File: config.mk
export PLATFORM = sky130hd
export DESIGN_NAME = des_like_feistel_block_cipher
export DESIGN_NICKNAME = d
export VERILOG_FILES = /design/src/rtl/dlfbc_pkg.sv /design/src/rtl/des_like_feistel_block_cipher.sv
export SDC_FILE = /design/constraint.sdc
export NUM_CORES = 1
export LEC_CHECK = 0
export BUFFER_PORTS_ARGS = -buffer_cell sky130_fd_sc_hd__clkbuf_2
export CAP_MARGIN = 20
export CORE_AREA = 4 4 291 293
export CTS_CLUSTER_DIAMETER = 30
export DETAILED_ROUTE_END_ITERATION = 12
export DIE_AREA = 0 0 295 297
export PLACE_DENSITY_LB_ADDON = 0.05
export SYNTH_ARGS = -nofsm -noshare
export SYNTH_HDL_FRONTEND = slang
export SYNTH_SLANG_ARGS = --single-unit
File: constraint.sdc
create_clock -name clk -period 16 [get_ports clk]
set_clock_uncertainty 0.1 [all_clocks]
set_input_delay 0.8 -clock clk [delete_from_list [all_inputs] [get_ports clk]]
set_output_delay 0.8 -clock clk [all_outputs]
set_load 0.005 [all_outputs]
File: src/rtl/dlfbc_pkg.sv
`timescale 1ns / 1ps
// ----------------------------------------------------------------------------
// dlfbc_pkg
// Widths, permutation tables and bit-selection functions for the Feistel
// block cipher with the DES structure and a fixed selection in place of S-boxes.
// ----------------------------------------------------------------------------
package dlfbc_pkg;

    localparam int BLOCK_W  = 64;
    localparam int HALF_W   = 32;
    localparam int SUBKEY_W = 48;
    localparam int CD_W     = 28;
    localparam int ROUNDS   = 16;

    // Tables are 1-based, first bit is the most significant one.
    localparam logic [7:0] IP_TAB [64] = '{
        8'd58, 8'd50, 8'd42, 8'd34, 8'd26, 8'd18, 8'd10, 8'd2,
        8'd60, 8'd52, 8'd44, 8'd36, 8'd28, 8'd20, 8'd12, 8'd4,
        8'd62, 8'd54, 8'd46, 8'd38, 8'd30, 8'd22, 8'd14, 8'd6,
        8'd64, 8'd56, 8'd48, 8'd40, 8'd32, 8'd24, 8'd16, 8'd8,
        8'd57, 8'd49, 8'd41, 8'd33, 8'd25, 8'd17, 8'd9,  8'd1,
        8'd59, 8'd51, 8'd43, 8'd35, 8'd27, 8'd19, 8'd11, 8'd3,
        8'd61, 8'd53, 8'd45, 8'd37, 8'd29, 8'd21, 8'd13, 8'd5,
        8'd63, 8'd55, 8'd47, 8'd39, 8'd31, 8'd23, 8'd15, 8'd7
    };

    localparam logic [7:0] FP_TAB [64] = '{
        8'd40, 8'd8, 8'd48, 8'd16, 8'd56, 8'd24, 8'd64, 8'd32,
        8'd39, 8'd7, 8'd47, 8'd15, 8'd55, 8'd23, 8'd63, 8'd31,
        8'd38, 8'd6, 8'd46, 8'd14, 8'd54, 8'd22, 8'd62, 8'd30,
        8'd37, 8'd5, 8'd45, 8'd13, 8'd53, 8'd21, 8'd61, 8'd29,
        8'd36, 8'd4, 8'd44, 8'd12, 8'd52, 8'd20, 8'd60, 8'd28,
        8'd35, 8'd3, 8'd43, 8'd11, 8'd51, 8'd19, 8'd59, 8'd27,
        8'd34, 8'd2, 8'd42, 8'd10, 8'd50, 8'd18, 8'd58, 8'd26,
        8'd33, 8'd1, 8'd41, 8'd9,  8'd49, 8'd17, 8'd57, 8'd25
    };

    localparam logic [7:0] PC1_TAB [56] = '{
        8'd57, 8'd49, 8'd41, 8'd33, 8'd25, 8'd17, 8'd9,
        8'd1,  8'd58, 8'd50, 8'd42, 8'd34, 8'd26, 8'd18,
        8'd10, 8'd2,  8'd59, 8'd51, 8'd43, 8'd35, 8'd27,
        8'd19, 8'd11, 8'd3,  8'd60, 8'd52, 8'd44, 8'd36,
        8'd63, 8'd55, 8'd47, 8'd39, 8'd31, 8'd23, 8'd15,
        8'd7,  8'd62, 8'd54, 8'd46, 8'd38, 8'd30, 8'd22,
        8'd14, 8'd6,  8'd61, 8'd53, 8'd45, 8'd37, 8'd29,
        8'd21, 8'd13, 8'd5,  8'd28, 8'd20, 8'd12, 8'd4
    };

    localparam logic [7:0] PC2_TAB [48] = '{
        8'd14, 8'd17, 8'd11, 8'd24, 8'd1,  8'd5,  8'd3,  8'd28,
        8'd15, 8'd6,  8'd21, 8'd10, 8'd23, 8'd19, 8'd12, 8'd4,
        8'd26, 8'd8,  8'd16, 8'd7,  8'd27, 8'd20, 8'd13, 8'd2,
        8'd41, 8'd52, 8'd31, 8'd37, 8'd47, 8'd55, 8'd30, 8'd40,
        8'd51, 8'd45, 8'd33, 8'd48, 8'd44, 8'd49, 8'd39, 8'd56,
        8'd34, 8'd53, 8'd46, 8'd42, 8'd50, 8'd36, 8'd29, 8'd32
    };

    localparam logic [7:0] EXP_TAB [48] = '{
        8'd32, 8'd1,  8'd2,  8'd3,  8'd4,  8'd5,
        8'd4,  8'd5,  8'd6,  8'd7,  8'd8,  8'd9,
        8'd8,  8'd9,  8'd10, 8'd11, 8'd12, 8'd13,
        8'd12, 8'd13, 8'd14, 8'd15, 8'd16, 8'd17,
        8'd16, 8'd17, 8'd18, 8'd19, 8'd20, 8'd21,
        8'd20, 8'd21, 8'd22, 8'd23, 8'd24, 8'd25,
        8'd24, 8'd25, 8'd26, 8'd27, 8'd28, 8'd29,
        8'd28, 8'd29, 8'd30, 8'd31, 8'd32, 8'd1
    };

    localparam logic [7:0] SEL_TAB [32] = '{
        8'd35, 8'd38, 8'd46, 8'd6,  8'd43, 8'd40, 8'd14, 8'd45,
        8'd33, 8'd19, 8'd26, 8'd15, 8'd23, 8'd8,  8'd22, 8'd10,
        8'd12, 8'd11, 8'd5,  8'd25, 8'd27, 8'd21, 8'd16, 8'd31,
        8'd28, 8'd32, 8'd34, 8'd24, 8'd9,  8'd37, 8'd2,  8'd1
    };

    localparam logic [7:0] PBOX_TAB [32] = '{
        8'd16, 8'd7,  8'd20, 8'd21, 8'd29, 8'd12, 8'd28, 8'd17,
        8'd1,  8'd15, 8'd23, 8'd26, 8'd5,  8'd18, 8'd31, 8'd10,
        8'd2,  8'd8,  8'd24, 8'd14, 8'd32, 8'd27, 8'd3,  8'd9,
        8'd19, 8'd13, 8'd30, 8'd6,  8'd22, 8'd11, 8'd4,  8'd25
    };

    // Total left rotation of C and D reached after each round.
    localparam logic [4:0] CUM_ROT [ROUNDS] = '{
        5'd1,  5'd2,  5'd4,  5'd6,  5'd8,  5'd10, 5'd12, 5'd14,
        5'd15, 5'd17, 5'd19, 5'd21, 5'd23, 5'd25, 5'd27, 5'd28
    };

    function automatic logic [63:0] ip_perm(input logic [63:0] v);
        logic [63:0] r;
        for (int i = 0; i < 64; i++) r[63-i] = v[64-int'(IP_TAB[i])];
        return r;
    endfunction

    function automatic logic [63:0] fp_perm(input logic [63:0] v);
        logic [63:0] r;
        for (int i = 0; i < 64; i++) r[63-i] = v[64-int'(FP_TAB[i])];
        return r;
    endfunction

    function automatic logic [55:0] pc1_perm(input logic [63:0] v);
        logic [55:0] r;
        for (int i = 0; i < 56; i++) r[55-i] = v[64-int'(PC1_TAB[i])];
        return r;
    endfunction

    function automatic logic [47:0] pc2_perm(input logic [55:0] v);
        logic [47:0] r;
        for (int i = 0; i < 48; i++) r[47-i] = v[56-int'(PC2_TAB[i])];
        return r;
    endfunction

    function automatic logic [47:0] expand(input logic [31:0] v);
        logic [47:0] r;
        for (int i = 0; i < 48; i++) r[47-i] = v[32-int'(EXP_TAB[i])];
        return r;
    endfunction

    function automatic logic [31:0] select32(input logic [47:0] v);
        logic [31:0] r;
        for (int i = 0; i < 32; i++) r[31-i] = v[48-int'(SEL_TAB[i])];
        return r;
    endfunction

    function automatic logic [31:0] pbox(input logic [31:0] v);
        logic [31:0] r;
        for (int i = 0; i < 32; i++) r[31-i] = v[32-int'(PBOX_TAB[i])];
        return r;
    endfunction

    // Rotate a 28-bit half left by a constant amount of 1 to 28.
    function automatic logic [27:0] rotl28(input logic [27:0] x, input logic [4:0] s);
        logic [55:0] dbl;
        dbl = {x, x} >> (6'd28 - {1'b0, s});
        return dbl[27:0];
    endfunction

    // Round key after a total rotation of s bits.
    function automatic logic [47:0] round_key(input logic [63:0] key,
                                              input logic [4:0]  s);
        logic [55:0] k56;
        logic [27:0] c;
        logic [27:0] d;
        k56 = pc1_perm(key);
        c   = rotl28(k56[55:28], s);
        d   = rotl28(k56[27:0], s);
        return pc2_perm({c, d});
    endfunction

    function automatic logic [31:0] round_f(input logic [31:0] r,
                                            input logic [47:0] k);
        return pbox(select32(expand(r) ^ k));
    endfunction

endpackage

File: src/rtl/des_like_feistel_block_cipher.sv
`timescale 1ns / 1ps
// ----------------------------------------------------------------------------
// des_like_feistel_block_cipher
// Sixteen-stage pipelined Feistel cipher with the DES structure, in which the
// S-box stage is a fixed 48-to-32 bit selection.
// ----------------------------------------------------------------------------
//
//  Channel   Signals                              Direction  Moves
//  input     in_valid, in_ready, action, block_in in         one item per block
//  output    out_valid, out_ready, block_out      out        one item per block
//  key       key_we, key_wdata                    in         64-bit cipher key
//
// out_valid rises once an accepted item has passed all 16 Feistel rounds, since
// each round has its own register stage and the rounds set the latency.
// One item enters per cycle while the output side takes items. Reset clears
// every stage valid bit and the key. A stall at the output holds the last stage
// and ready runs back stage by stage, so bubbles still fill while the output is
// held. The key must only be written while the pipeline is empty.
module des_like_feistel_block_cipher (
    input  logic                          clk,
    input  logic                          rst_n,
    input  logic                          key_we,
    input  logic [dlfbc_pkg::BLOCK_W-1:0] key_wdata,
    input  logic                          in_valid,
    output logic                          in_ready,
    input  logic                          action,
    input  logic [dlfbc_pkg::BLOCK_W-1:0] block_in,
    output logic                          out_valid,
    input  logic                          out_ready,
    output logic [dlfbc_pkg::BLOCK_W-1:0] block_out
);
    import dlfbc_pkg::*;

    // Payload carried by each pipeline stage.
    typedef struct packed {
        logic              decrypt;
        logic [HALF_W-1:0] left;
        logic [HALF_W-1:0] right;
    } stage_t;

    logic [BLOCK_W-1:0]  cipher_key_reg;
    logic [SUBKEY_W-1:0] rkey [ROUNDS];

    // Stage k holds an item after round k has been applied.
    logic [ROUNDS-1:0]   valid_reg;
    stage_t              stage_reg  [ROUNDS];
    stage_t              stage_next [ROUNDS];
    stage_t              stage_in   [ROUNDS];
    logic [ROUNDS-1:0]   valid_in;
    logic [ROUNDS:0]     stage_rdy;

    logic [BLOCK_W-1:0]  ip_block;

    // The key register is the only configuration state. Round keys are pure
    // wiring off it: PC-1, a fixed rotation per round, then PC-2.
    always_ff @(posedge clk or negedge rst_n)
    begin
        if (!rst_n)
        begin
            cipher_key_reg <= '0;
        end
        else if (key_we)
        begin
            cipher_key_reg <= key_wdata;
        end
    end

    for (genvar k = 0; k < ROUNDS; k++)
    begin : g_rkey
        assign rkey[k] = round_key(cipher_key_reg, CUM_ROT[k]);
    end

    // The initial permutation is wiring and folds into the first stage.
    assign ip_block = ip_perm(block_in);

    // A stage can take a new item when it is empty or its item moves on.
    assign stage_rdy[ROUNDS] = out_ready;
    assign in_ready          = stage_rdy[0];

    for (genvar k = 0; k < ROUNDS; k++)
    begin : g_stage
        logic [SUBKEY_W-1:0] key_sel;
        logic [HALF_W-1:0]   new_left;

        assign stage_rdy[k] = ~valid_reg[k] | stage_rdy[k+1];

        if (k == 0)
        begin : g_first
            assign valid_in[k]          = in_valid;
            assign stage_in[k].decrypt = action;
            assign stage_in[k].left    = ip_block[BLOCK_W-1:HALF_W];
            assign stage_in[k].right   = ip_block[HALF_W-1:0];
        end
        else
        begin : g_next
            assign valid_in[k] = valid_reg[k-1];
            assign stage_in[k] = stage_reg[k-1];
        end

        // Decryption runs the same schedule backwards.
        assign key_sel  = stage_in[k].decrypt ? rkey[ROUNDS-1-k] : rkey[k];
        assign new_left = stage_in[k].left ^ round_f(stage_in[k].right, key_sel);

        always_comb
        begin
            stage_next[k].decrypt = stage_in[k].decrypt;
            if (k == ROUNDS - 1)
            begin
                // No swap after the last round.
                stage_next[k].left  = new_left;
                stage_next[k].right = stage_in[k].right;
            end
            else
            begin
                stage_next[k].left  = stage_in[k].right;
                stage_next[k].right = new_left;
            end
        end

        always_ff @(posedge clk or negedge rst_n)
        begin
            if (!rst_n)
            begin
                valid_reg[k] <= 1'b0;
            end
            else if (stage_rdy[k])
            begin
                valid_reg[k] <= valid_in[k];
            end
        end

        always_ff @(posedge clk)
        begin
            if (stage_rdy[k] && valid_in[k])
            begin
                stage_reg[k] <= stage_next[k];
            end
        end
    end

    // The final permutation is wiring off the last stage register.
    assign out_valid = valid_reg[ROUNDS-1];
    assign block_out = fp_perm({stage_reg[ROUNDS-1].left, stage_reg[ROUNDS-1].right});

    // ------------------------------------------------------------------------
    // Assertions
    // ------------------------------------------------------------------------

    // An accepted item always lands in the first stage.
    a_enter: assert property (@(posedge clk) disable iff (!rst_n)
        in_valid && in_ready |=> valid_reg[0])
        else $error("accepted item missing from first stage");

    // The input side only stalls when the first stage is full.
    a_stall_full: assert property (@(posedge clk) disable iff (!rst_n)
        !in_ready |-> valid_reg[0])
        else $error("input stalled with an empty first stage");

    // Back pressure is the only source of an input stall.
    a_stall_src: assert property (@(posedge clk) disable iff (!rst_n)
        !in_ready |-> !out_ready)
        else $error("input stalled while output is taking items");

    // With no item entering or leaving, the item count in flight holds.
    a_count: assert property (@(posedge clk) disable iff (!rst_n)
        !(in_valid && in_ready) && !(out_valid && out_ready)
        |=> $countones(valid_reg) == $past($countones(valid_reg)))
        else $error("item lost or duplicated inside the pipeline");

endmodule
### Word level (Yosys, flattened, before mapping)

Memory sizes are Yosys's and may differ from the RTL's.
Cells that the tools add are included.

* memory bits (writable): 1040
* register bits: 80
* word-level logic and storage cells: 146
* output and inout bits: 66
* memories kept: 1

Memories
* stage_reg: words 16, width 65, read ports 16, clocked after memory_dff 0, wr ports 16, RTL line des_like_feistel_block_cipher.sv:46 `stage_t stage_reg [ROUNDS];`

* mux-type cells: 48
* reductions and logical operators: 16
* bitwise gates (word level): 64

Operator list (count)
* 48-bit two-way mux: 16
* 48-bit bitwise XOR: 16
* 32-bit bitwise XOR: 16
* 1-bit two-way mux: 32
* 1-bit logical AND: 16
* 1-bit inverter: 16
* 1-bit OR: 16

### Depth between registers and ports, before layout

* word-level depth: 20
* gate-level depth with buffers: 5
* mapped depth without buffers: 3

### Worst setup path before layout

Ideal clock, no wire load.

* kind: input -> register
* start: input port out_ready
* end: memory stage_reg[0][325] (netlist bit), enable pin
* setup slack: 9439 ps
* data required time: 15313 ps
* cell stages on the path: 4
* arrival: 5873 ps
* library setup time: 587 ps
* path buffers: 1
* path through: nand4b_4 > nor3_4 > buf_6 > a21boi_0

RTL lines
* start: declaration: RTL line des_like_feistel_block_cipher.sv:29 `input logic out_ready,`
* end: declaration: RTL line des_like_feistel_block_cipher.sv:46

### Worst setup path after layout

* start: register valid_reg[4], in the netlist valid_in[5]
* end: output port in_ready

* cells in the longest elaborated chain, start to end: 6

RTL lines
* start: declaration: RTL line des_like_feistel_block_cipher.sv:45 `logic [ROUNDS-1:0] valid_reg;`
* start signal: indexed assignment: RTL line des_like_feistel_block_cipher.sv:128 `valid_reg[k] <= valid_in[k];`
* 1-bit inverter: RTL line des_like_feistel_block_cipher.sv:85 `assign stage_rdy[k] = ~valid_reg[k] | stage_rdy[k+1];`
* 1-bit OR (5 in series): RTL line des_like_feistel_block_cipher.sv:85
* end: declaration: RTL line des_like_feistel_block_cipher.sv:25 `output logic in_ready,`

No other way between the ends.

==> out/summary.txt <==
status = finished, final reports clean
max incr delay on CP = 0.52 ns
Rows = 105
routed len/inst = 24.94 µm
Unique masters post-synth = 33
crit start category = flop
dpl cells = 4072
clk sinks = 1111
Worst-Skew Late Latency = 0.76 ns
Mapped Cells = 2943
worst r2r src = valid_in[10]$_DFFE_PN0P_
Worst VDD drop = 0.0001131 V
r2r endpoint = stage_reg[0][214]$_DFFE_PP_
Tightest Pin Transition = 1.123 ns
final-report setup violation count = 0
via density per instance = 5.387
GRT overflow = 0
initial antenna violation count = 3
Nets = 3339
IO Port Bufs = 191
post-CTS sizing = 0
max_cap viols = 0
Leak Pwr = 22.06 nW
post-synthesis sequential area ratio = 0.6737
die width = 295 µm
Cell Pwr Density = 198.1 mW/mm²
hpwl dp = 64300 µm
Reg2Reg Depth = 4
IO Count = 200
clk buf depth = 3
CTS H-Tree Depth = 4
Post-Syn Area = 0.04899 mm²
Setup TNS = 0 ns
Final Hold Fails = 0
Yosys reg bits = 1111
CP delay by family, top = simple AND/OR/NAND/NOR gates
ANT nets after route = 0
worst endpoint required time = 15.10 ns
core area = 0.08185 mm²
DRC Markers = 0
Arr. time, crit path = 2.25 ns
Max Slew Vio Count = 0
GRT Total Usage = 0.2565
post-synth net total = 3077
routed via count = 23.93k
number of flip-flops in the largest register = 1039
pin count of the biggest net entering global routing = 73
R2R setup slack = 13.29 ns
first-pass GRT wire length = 162400 µm
dpl cell area = 0.05102 mm²
cell taking the most area after synthesis = edfxtp_1
vias in the first global route = 25.04k
min Tclk post-route = 3.150 ns
hold buffer count at cts = 0
die area = 0.08762 mm²
WL final = 110800 µm
Hold Path Sink = stage_reg[0][61]$_DFFE_PP_
routability cong. = 0.7714
yosys synthesis warning count = 0
Avg Cell Area, Syn = 16.64 µm²
Crit path top cell by count = and3_1
layout cells sized above 1 = 0.2014
detailed router's first-iteration violation count = 1689
Initial Util = 0.5985
Die Span Y = 297 µm
fmax = 0.3174 GHz
unrepaired setup endpoints after global routing = no
Hold WC Path Type = in2reg
Worst-path clk slew = 0.05 ns
Critical Path Sink Type = output port
Yosys top cell area share = 0.6369
kind of critical path = reg2out
First-pass DRT Iterations = 5
synthesis-to-layout area growth = 18.18%
clk root buf = clkbuf_16
buffer count from post-CTS setup fixing = 0
Crit Path Max Fanout = 7
ranking of synthesized cells by area = edfxtp_1, mux2i_1, xnor2_1, xor2_1, dfrtp_1
crit-path cells = and3_1 > and3_1 > nand3_1 > clkbuf_2
Worst path slowest cell = dfrtp_1
Worst slew margin = 0.2512
Finished Layout Cells = 4443
final instance area = 0.05789 mm²
WP buf/inv = 1
Hold Crit Depth = 1
period utilization = 0.1969
total CTS buffers = 199
HP Start = block_in[23]
CTS tree = yes
## cells in the mapped netlist, drive strengths merged
library cell  number
xor2             512
nand4              1
inv                6
mux2              56
a41o               2
and4b              1
buf              129
nor3               1
mux2i            512
edfxtp          1039
nand2b             4
a41oi              2
a21boi             4
xnor2            512
nand3              2
or2                3
nor2               2
a31o               4
and3               3
nand4b             1
dfrtp             72
and2               3
a21o               4
a31oi              4
clkbuf            58
nand2              2
nor2b              4
## kinds of logic after synthesis
logic type | after synthesis | synth area share
AO/OA/AOI/OAI | 20 | 0.003218
XOR/XNOR | 1024 | 0.1831
buffers and inverters | 193 | 0.01862
flip-flops | 1111 | 0.6737
multiplexers | 568 | 0.1175
AND/OR/NAND/NOR | 27 | 0.003883
## worst reg2reg max path, delay by kind of cell (launching register included)
kind	cells	cell delay [ns]
flip-flops	1	0.60
AND/OR/NAND/NOR	2	0.99
buffers and inverters	1	0.38
AO/OA/AOI/OAI	1	0.19
## worst max-delay path by stage
stage,startpoint,end,slack (ns),cells past startpoint
floorplan,out_ready,stage_reg[0][325]$_DFFE_PP_,9.44,4
global placement,out_ready,stage_reg[0][149]$_DFFE_PP_,13.05,5
detailed placement,out_ready,stage_reg[0][181]$_DFFE_PP_,12.99,5
CTS,valid_in[5]$_DFFE_PN0P_,in_ready,12.79,4
global route,valid_in[5]$_DFFE_PN0P_,in_ready,12.71,4
finish,valid_in[5]$_DFFE_PN0P_,in_ready,12.85,4
## placed cells by master, fill, tap and decap left out, drive strengths merged
cell type / count
nor2b: 4
and4b: 1
diode: 1
nor3: 1
xor2: 512
clkbuf: 420
bufinv: 29
nand3: 2
dlygate4sd3: 1
a21boi: 4
buf: 58
and2: 3
a41oi: 2
nor2: 2
inv: 15
mux2: 56
mux2i: 512
a21o: 4
and3: 3
dfrtp: 72
a41o: 2
nand2b: 4
edfxtp: 1039
or2: 3
nand4: 1
xnor2: 512
clkinvlp: 17
clkinv: 82
nand2: 2
nand4b: 1
a31oi: 4
a31o: 4
## power breakdown
group / leakage [nW] / switching, mW / internal [mW]
combinational: 7.80 / 0.995 / 1.07
clock: 3.31 / 1.43 / 2.77
sequential: 11.0 / 0.644 / 4.56
total: 22.1 / 3.07 / 8.40
## routing by layer
| layer | global-route usage | vias to the layer above | wire (µm) |
|---|---|---|---|
| met5 | 0 | - | 0 |
| met3 | 0.04487 | 204 | 6926 |
| met1 | 0.3375 | 11839 | 45590 |
| li1 | - | 11076 | - |
| met4 | 0.08755 | 0 | 3010 |
| met2 | 0.4346 | 815 | 55300 |
## stage by stage
stage | hold slack (ns) | utilization | setup slack [ns] | power, mW
3_3_place_gp | 0.3003 | 0.6234 | 13.05 | 7.245
3_5_place_dp | 0.3045 | 0.6234 | 12.99 | 7.334
5_1_grt | 0.09075 | 0.7073 | 12.71 | 11.96
6_report | 0.1232 | 0.7073 | 12.85 | 11.47
2_1_floorplan | 0.3003 | - | 9.439 | 6.709
4_1_cts | 0.07436 | 0.7068 | 12.79 | 11.54
## final cells by class
| cell class | instances | area [µm²] |
|---|---|---|
| sequential | 1111 | 33050 |
| fill | 5264 | 23950 |
| multi-input combinational | 1639 | 15240 |
| clock buffer | 231 | 5150 |
| clock inverter | 137 | 1683 |
| timing repair buffer | 248 | 1409 |
| tap | 1070 | 1339 |
| inverter | 6 | 22.52 |
| antenna | 1 | 2.502 |
No activity file was read; power rests on OpenSTA's default activity.
